==> src/rtl/core/csa_pkg.sv <==
// Package with sizes and shared types of the count-smaller block.
`timescale 1ns / 1ps
package csa_pkg;
    localparam int MAX_ITEMS   = 64;
    localparam int VALUE_BITS  = 16;
    localparam int CNT_W       = 6;
    localparam int POS_W       = 6;
    localparam int IDX_W       = $clog2(MAX_ITEMS);
    localparam int FILL_W      = $clog2(MAX_ITEMS + 1);
    localparam int IN_TDATA_W  = ((VALUE_BITS + 7) / 8) * 8;
    localparam int OUT_TDATA_W = ((POS_W + CNT_W + 7) / 8) * 8;

    // Controls broadcast from the sequencer to every cell of the chain.
    typedef struct packed {
        logic                         accept;
        logic                         shift;
        logic signed [VALUE_BITS-1:0] value;
    } t_cell_ctl;

    typedef enum logic [1:0] {
        S_LOAD  = 2'b01,
        S_DRAIN = 2'b10
    } t_state;
endpackage

==> src/rtl/core/count_smaller_after_self.sv <==
// An accepted beat is presented to every cell of the chain at once.
// After the beat with tlast the first result is shown in the next cycle.
// Results then leave one per cycle while i_m_tready is high, shifted out of cell 0 of the chain.
// No input is taken while results are being output.
// Reset clears the fill count, the state and the overflow flag; there is no clearing pass.
`timescale 1ns / 1ps
module count_smaller_after_self import csa_pkg::*; (
    input  logic                   i_clk,
    input  logic                   i_rst_n,
    input  logic                   i_s_tvalid,
    output logic                   o_s_tready,
    input  logic [IN_TDATA_W-1:0]  i_s_tdata,   // [15:0] value
    input  logic                   i_s_tlast,   // is_last
    output logic                   o_m_tvalid,
    input  logic                   i_m_tready,
    output logic [OUT_TDATA_W-1:0] o_m_tdata,   // [5:0] position, [11:6] smaller_after
    output logic                   o_m_tlast,   // last_of_run
    output logic                   o_m_tuser    // overflow
);
    t_state              r_state;
    t_state              n_state;
    logic [FILL_W-1:0]   r_fill;
    logic [FILL_W-1:0]   n_fill;
    logic [IDX_W-1:0]    r_pos;
    logic [IDX_W-1:0]    n_pos;
    logic                r_dropped;
    logic                n_dropped;
    logic                in_fire;
    logic                out_fire;
    logic                full;
    t_cell_ctl           ctl;
    logic [MAX_ITEMS-1:0] load_vec;

    logic signed [VALUE_BITS-1:0] c_value [MAX_ITEMS];
    logic        [CNT_W-1:0]      c_count [MAX_ITEMS];

    assign o_s_tready = (r_state == S_LOAD);
    assign o_m_tvalid = (r_state == S_DRAIN);
    assign in_fire    = i_s_tvalid && o_s_tready;
    assign out_fire   = o_m_tvalid && i_m_tready;
    assign full       = (r_fill == FILL_W'(MAX_ITEMS));

    assign ctl.accept = in_fire && !full;
    assign ctl.shift  = out_fire;
    assign ctl.value  = i_s_tdata[VALUE_BITS-1:0];

    genvar gi;
    generate
        for (gi = 0; gi < MAX_ITEMS; gi++) begin : g_cell
            assign load_vec[gi] = ctl.accept && (r_fill == FILL_W'(gi));
            if (gi == MAX_ITEMS - 1) begin : g_tail
                csa_cell u_cell (
                    .i_clk        (i_clk),
                    .i_ctl        (ctl),
                    .i_load       (load_vec[gi]),
                    .i_next_value ('0),
                    .i_next_count ('0),
                    .o_value      (c_value[gi]),
                    .o_count      (c_count[gi])
                );
            end else begin : g_body
                csa_cell u_cell (
                    .i_clk        (i_clk),
                    .i_ctl        (ctl),
                    .i_load       (load_vec[gi]),
                    .i_next_value (c_value[gi+1]),
                    .i_next_count (c_count[gi+1]),
                    .o_value      (c_value[gi]),
                    .o_count      (c_count[gi])
                );
            end
        end
    endgenerate

    // During output the fill count doubles as the number of results still to go.
    always_comb begin
        n_state   = r_state;
        n_fill    = r_fill;
        n_pos     = r_pos;
        n_dropped = r_dropped;
        unique case (r_state)
            S_LOAD: begin
                if (in_fire) begin
                    if (full) begin
                        n_dropped = 1'b1;
                    end else begin
                        n_fill = r_fill + FILL_W'(1);
                    end
                    if (i_s_tlast) begin
                        n_state = S_DRAIN;
                        n_pos   = '0;
                    end
                end
            end
            S_DRAIN: begin
                if (out_fire) begin
                    n_fill = r_fill - FILL_W'(1);
                    n_pos  = r_pos + IDX_W'(1);
                    if (r_fill == FILL_W'(1)) begin
                        n_state   = S_LOAD;
                        n_dropped = 1'b0;
                    end
                end
            end
            default: begin
                n_state = S_LOAD;
            end
        endcase
    end

    always_ff @(posedge i_clk) begin
        if (!i_rst_n) begin
            r_state   <= S_LOAD;
            r_fill    <= '0;
            r_dropped <= 1'b0;
        end else begin
            r_state   <= n_state;
            r_fill    <= n_fill;
            r_dropped <= n_dropped;
        end
    end

    always_ff @(posedge i_clk) begin
        r_pos <= n_pos;
    end

    assign o_m_tdata = OUT_TDATA_W'({c_count[0], POS_W'(r_pos)});
    assign o_m_tlast = (r_fill == FILL_W'(1));
    assign o_m_tuser = r_dropped;
endmodule

==> src/rtl/core/csa_cell.sv <==
// One cell of the chain: a stored value and its running count.
`timescale 1ns / 1ps
module csa_cell import csa_pkg::*; (
    input  logic                         i_clk,
    input  t_cell_ctl                    i_ctl,
    input  logic                         i_load,
    input  logic signed [VALUE_BITS-1:0] i_next_value,
    input  logic        [CNT_W-1:0]      i_next_count,
    output logic signed [VALUE_BITS-1:0] o_value,
    output logic        [CNT_W-1:0]      o_count
);
    logic signed [VALUE_BITS-1:0] r_value;
    logic signed [VALUE_BITS-1:0] n_value;
    logic        [CNT_W-1:0]      r_count;
    logic        [CNT_W-1:0]      n_count;
    logic                         greater;

    assign greater = (r_value > i_ctl.value) && (r_count != {CNT_W{1'b1}});

    always_comb begin
        n_value = r_value;
        n_count = r_count;
        priority if (i_load) begin
            n_value = i_ctl.value;
            n_count = '0;
        end else if (i_ctl.shift) begin
            n_value = i_next_value;
            n_count = i_next_count;
        end else if (i_ctl.accept && greater) begin
            n_count = r_count + CNT_W'(1);
        end
    end

    always_ff @(posedge i_clk) begin
        r_value <= n_value;
        r_count <= n_count;
    end

    assign o_value = r_value;
    assign o_count = r_count;
endmodule

==> config.mk <==
export PLATFORM = sky130hd
export DESIGN_NAME = count_smaller_after_self
export DESIGN_NICKNAME = d
export VERILOG_FILES = /design/src/rtl/core/csa_pkg.sv /design/src/rtl/core/count_smaller_after_self.sv /design/src/rtl/core/csa_cell.sv
export SDC_FILE = /design/constraint.sdc
export NUM_CORES = 2
export LEC_CHECK = 0
export ABC_AREA = 1
export BUFFER_PORTS_ARGS = -buffer_cell sky130_fd_sc_hd__buf_4
export CAP_MARGIN = 40
export CELL_PAD_IN_SITES_DETAIL_PLACEMENT = 0
export CELL_PAD_IN_SITES_GLOBAL_PLACEMENT = 1
export CORE_ASPECT_RATIO = 2
export CORE_MARGIN = 2
export CORE_UTILIZATION = 49
export CTS_CLUSTER_DIAMETER = 80
export DETAILED_ROUTE_END_ITERATION = 12
export GPL_TIMING_DRIVEN = 1
export PLACE_DENSITY = 0.86
export SYNTH_ARGS = -nofsm -noshare
export SYNTH_HDL_FRONTEND = slang
export SYNTH_SLANG_ARGS = --single-unit
==> constraint.sdc <==
create_clock -name i_clk -period 5.61 [get_ports i_clk]
set_clock_uncertainty 0.1 [all_clocks]
set_input_delay 0.2805 -clock i_clk [delete_from_list [all_inputs] [get_ports i_clk]]
set_output_delay 0.2805 -clock i_clk [all_outputs]
set_load 0.02 [all_outputs]
Word level (Yosys, flattened, before mapping)

Cells that the tools add are included.

$add $sub $neg: 67
Multipliers: 0
Div/mod/pow operators: 0
Order comparisons: 64
Eq/ne operators: 136
Shift operators: 0
Muxes and demuxes: 272
Bitwise gates (word level): 0
Reduce and logical (&&, ||, !) cells: 330

Operators by type and width:

| operator                                                                | count |
|---|---|
| 16-bit two-way mux                                                      | 128 |
| 16-bit greater-than comparator                                          | 64 |
| 6-bit two-way mux                                                       | 129 |
| 6-bit by 1-bit adder with 6-bit output, second input constant           | 65 |
| 6-bit inequality test, second input constant                            | 64 |
| 2-bit nonzero test                                                      | 128 |
| 7-bit by 6-bit == test with 1-bit output, second input constant         | 32 |
| 1-bit logical AND                                                       | 195 |
| 7-bit by 5-bit == test with 1-bit output, second input constant         | 16 |
| 7-bit by 4-bit == test with 1-bit output, second input constant         | 8 |
| 7-bit by 3-bit == test with 1-bit output, second input constant         | 4 |
| 7-bit two-way mux                                                       | 3 |
| 7-bit by 2-bit == test with 1-bit output, second input constant         | 2 |
| 7-bit case mux with 2 select lines                                      | 1 |
| 6-bit case mux with 2 select lines                                      | 1 |
| 4-bit AND reduction                                                     | 3 |
| 2-bit by 1-bit inequality test with 1-bit output, second input constant | 5 |
| 2-bit two-way mux                                                       | 4 |
| 7-bit by 1-bit adder with 7-bit output, second input constant           | 1 |
| 7-bit by 1-bit == test with 1-bit output, second input constant         | 1 |
| 7-bit == test, second input constant                                    | 1 |
| 7-bit logical NOT                                                       | 1 |
| 7-bit by 1-bit subtractor with 7-bit output, second input constant      | 1 |
| 5-bit AND reduction                                                     | 1 |
| 8 further kinds                                                         | 11 |

Register bits after elaboration: 1,424
Bits in latches: 0
Memory bits (writable): 0
Bits in read-only memories: 0
Bits of input ports: 21
Word-level logic and storage cells: 1,001
Memories kept: 0

Depth between registers and ports, before layout

Depth after elaboration: 6
Gate-level depth with buffers: 17

By module

A second synthesis with hierarchy kept.

Cell total of the unflattened synthesis: 12,915
Area, all modules: 101,004.4 um^2

By module, submodules not included:

| module                   | instances | cells each | area an instance (um^2) | sequential area each (um^2) |
|---|---|---|---|---|
| csa_cell                 | 64        | 198        | 1,555.2                 | 600.6 |
| count_smaller_after_self | 1         | 243        | 1,468.9                 | 380.4 |

Least setup slack after synthesis

Ideal clock, no wire load.

Kind: input to register
Start point: in i_s_tdata[15]
End point: reg g_cell[12].g_body.u_cell.r_count[1]
Setup time: 116 ps
Arrival time: 3,837 ps
Required time: 5,394 ps
Slack: 1,557 ps
Stages: 16
Cells stage by stage: inv_1 > clkbuf_1 > clkbuf_1 > ha_1 > nand2_1 > inv_1 > nand2_1 > nand2_1 > a21oi_1 > nand3_1 > nand2_1 > nand3_1 > nand2_1 > inv_1 > nor2_1 > nor2_1

Word-level cells in the longest chain between the ends: 4

Ends and longest elaborated chain:

| item                           | line                           | source |
|---|---|---|
| start: declaration             | count_smaller_after_self.sv:12 | `input logic [IN_TDATA_W-1:0] i_s_tdata,` |
| 16-bit greater-than comparator | csa_cell.sv:18                 | `assign greater = (r_value > i_ctl.value) && (r_count != {CNT_W{1'b1}});` |
| 1-bit logical AND              | csa_cell.sv:18                 |  |
| 1-bit logical AND              | csa_cell.sv:29                 | `end else if (i_ctl.accept && greater) begin` |
| 2-bit nonzero test (no line)   | n/a                            |  |
| end signal: assignment         | csa_cell.sv:36                 | `r_count <= n_count;` |
| end: declaration               | csa_cell.sv:14                 | `logic [CNT_W-1:0] r_count;` |

Every way passes these cells.
A chain may end at the register's enable or synchronous reset.

Worst setup path in the final report

Start point: reg r_fill[0]
End point: reg g_cell[25].g_body.u_cell.r_value[10], enable pin

Word-level cells in the longest chain between the ends: 5

Ends and longest elaborated chain:

| item                           | line                            | source |
|---|---|---|
| start: declaration             | count_smaller_after_self.sv:22  | `logic [FILL_W-1:0] r_fill;` |
| start signal: assignment       | count_smaller_after_self.sv:118 | `r_fill <= n_fill;` |
| 7-bit == test                  | count_smaller_after_self.sv:41  | `assign full = (r_fill == FILL_W'(MAX_ITEMS));` |
| 1-bit logical NOT              | count_smaller_after_self.sv:43  | `assign ctl.accept = in_fire && !full;` |
| 1-bit logical AND              | count_smaller_after_self.sv:43  |  |
| 1-bit logical AND *            | count_smaller_after_self.sv:50  | `assign load_vec[gi] = ctl.accept && (r_fill == FILL_W'(gi));` |
| 2-bit nonzero test (no line) * | n/a                             |  |
| end signal: assignment         | csa_cell.sv:35                  | `r_value <= n_value;` |
| end: declaration               | csa_cell.sv:12                  | `logic signed [VALUE_BITS-1:0] r_value;` |

Every way passes the cells marked *; elsewhere a longest branch is shown, timed or not.

==> results.toml <==
[outcome]
status = "finished clean"

[grt]
grt_max_degree = 182
grt_pass1_wl_um = 428000
met2_usage_pct = 54.3
use_met3_pct = 3.97
grt_pass1_vias = 77600
grt_busiest_layer = "met2"
gr-usage-all-layers_pct = 28.7
grt_use_met1_pct = 27.3
overflow = 0
antenna_found_initial = 8

[clock_tree]
clk_pin_slew_ps = 70
clkLatencyLatePin_ps = 820
post_cts.repair.setup_buffers = 0
h-tree-depth = 4
cts-root-buf = "clkbuf_16"
clockBufferDepth = 4
cts_tree = "done"
cts-buffers-inserted = 147
clock_sinks = 1424

[sta]
finalHoldViolCount = 0
fin_crit_ps = 4280
timing.fmax_mhz = 234
slew_headroom_pct = 38.3
setup_viol = 0
fin_crit_sh_pct = 76.2
tightest_slew_ps = 922
tns_ps = 0
slew_viol_final = 0
rsz0062_at_grt = "no"

[synth]
yosysMostFrequentCell = "nand2_1"
synth_top_area_share_pct = 33.4
synth.cell_area_um2 = 92500
synthArstFlopShare_pct = 0
yosys.area.top_type = "edfxtp_1"
ys_seq_elements = 1424
synth.area.top_cells = "edfxtp_1 33%, ha_1 15%, nand2_1 12%, dfxtp_1 8.5%, o21ai_0 7.7%"
synth_cell_types = 41
ys.flop_type = "edfxtp_1"
yosys_warnings = 0
yosys-top-cells-count = "3019 x nand2_1, 1422 x o21ai_0, 1109 x inv_1"
synth_edf_count = 1030
ys_seq_area_share_pct = 42.0
postSynthCellCount = 11600
syn_avg_cell_area_um2 = 8.01

[worst_setup_path]
path_class = "flop to flop"
worst_setup_path_start_kind = "flop"
critPathRequiredTime_ps = 5920
arrival_ps = 4590
critPathMaxFanout = 36
end_kind = "flop"

[drt]
wirelength_um = 283000
dr.pass1.iters = 8
drc = 0
vias = 79500
via_per_inst = 5.68
wl_per_cell_um = 20.2
drtIter0Drc = 5092
ant_nets = 0

[pwr]
p_per_area_nw_per_um2 = 308
ir_drop_mv = 0.212
p_total_w = 0.0308
cellLeakagePower_nw = 44.6

[finish]
stdcell_count = 14000
syn_to_final_growth_pct = 8.07
fill_cells = 17500
fin_nets = 12500
layout-drive-gt1-share_pct = 5.28

[place]
dpl.hpwl_um = 206000
place.port_buffers = 36
place_congestion = 0.963
dp_cells = 13700

[die]
io-pin-count = 41
core_um2 = 188000
die_y_um = 619
start_util_pct = 49.3
fp-row-count = 225
dieArea_um2 = 193000
die_x_um = 311

[flow_run]
cap_violations = 0

[min_path]
min_path_type = "primary input to flop"
==> flip-flops by register name, indices dropped and copies added, names as in the netlist <==
signal,cells
g_cell.g_tail.u_cell.o_count,6
o_m_tuser,1
r_pos,6
r_state,2
g_cell.g_tail.u_cell.o_value,16
g_cell.g_body.u_cell.o_count,378
r_fill,7
g_cell.g_body.u_cell.o_value,1008
==> placed cells by master (no fill, tap or decap), types with 3 or more instances in the layout <==
master,count
dfxtp_1,394
nor3_2,20
a21o_1,6
conb_1,4
nand2_2,12
nor2_4,44
dlygate4sd3_1,10
clkinvlp_4,9
nand3_1,840
clkbuf_16,152
a21oi_1,693
o21ai_0,1422
inv_2,59
nor2_1,605
o22ai_1,53
diode_2,6
xor2_1,5
clkinv_4,3
nor2_2,17
nand4_1,162
nor3_1,174
o31ai_1,24
nand3_2,10
clkbuf_1,42
buf_16,3
nand2_1,3018
inv_6,18
o21ai_1,140
bufinv_16,15
edfxtp_1,1030
o21bai_1,59
clkinv_1,12
or2_2,85
inv_1,1094
buf_4,108
ha_1,1094
clkbuf_8,4
clkinv_2,18
buf_12,25
==> area by class of cell <==
type / count / area [um^2] / area share [%]
multi-input cells: 8499 / 47300 / 47.3
repair buffers: 147 / 1510 / 1.51
diodes: 6 / 15.0 / 0.0150
flip-flops and latches: 1424 / 38800 / 38.8
inverters: 1168 / 4460 / 4.46
well taps: 2497 / 3120 / 3.12
clock buffers: 198 / 4020 / 4.02
clock inverters: 61 / 711 / 0.711
==> worst max-delay path, cell delays in order, from the launching register on <==
cell and delay (ps):
dfxtp_1 410, inv_1 110, ha_1 250, nand3_2 100, nor2_2 80, inv_2 100
nand2_8 280, inv_2 280, nand3_2 540, nor2_4 490, inv_1 430, nand2_1 630
==> through the flow <==
step	hold slack, ps	worst slack, ps	utilization (%)	cell area, um^2
after global routing	45.2	1150	53.2	100000
after detailed placement	374	1480	50.7	95100
after global placement	366	1530	50.6	95000
after floorplan	301	1560	-	92500
after CTS	3.73	1450	53.2	100000
final	27.2	1330	53.2	100000
==> kinds of logic after synthesis <==
| logic type | synth area share [%] |
|---|---|
| other | 0.00405 |
| AO/OA/AOI/OAI | 13.3 |
| buffers and inverters | 6.92 |
| flip-flops | 42.0 |
| adder cells (fa/ha/maj) | 14.8 |
| AND/OR/NAND/NOR | 22.9 |
| XOR/XNOR | 0.0568 |
==> timing repair <==
item | CTS | global route
gates resized for setup | 0 | 0
endpoints found under the hold margin | 59 | 0
hold buffers | 10 | 0
==> power by group <==
part           switching, W  internal (W)
registers           0.00107        0.0124
clock network       0.00433       0.00573
logic               0.00456       0.00276
total               0.00996        0.0209
==> metal layers <==
layer | up-vias | share of wire, %
met5 | - | 0.016
met4 | 6 | 9.2
met3 | 1080 | 4.6
met2 | 2284 | 52
met1 | 37000 | 34
li1 | 39100 | -
==> path summary, 6_finish.rpt <==
kind | from | endpoint | slack [ps] | cells after the start
max | r_fill[0] | g_cell[25].g_body.u_cell.o_value[10] | 1330 | 11
min | i_s_tdata[8] | g_cell[19].g_body.u_cell.o_value[8] | 30 | 3
max reg2reg | r_fill[0] | g_cell[25].g_body.u_cell.o_value[10] | 1330 | 11
min reg2reg | g_cell[63].g_tail.u_cell.o_count[3] | g_cell[63].g_tail.u_cell.o_count[3] | 380 | 2
(Power assumes the default switching activity.)
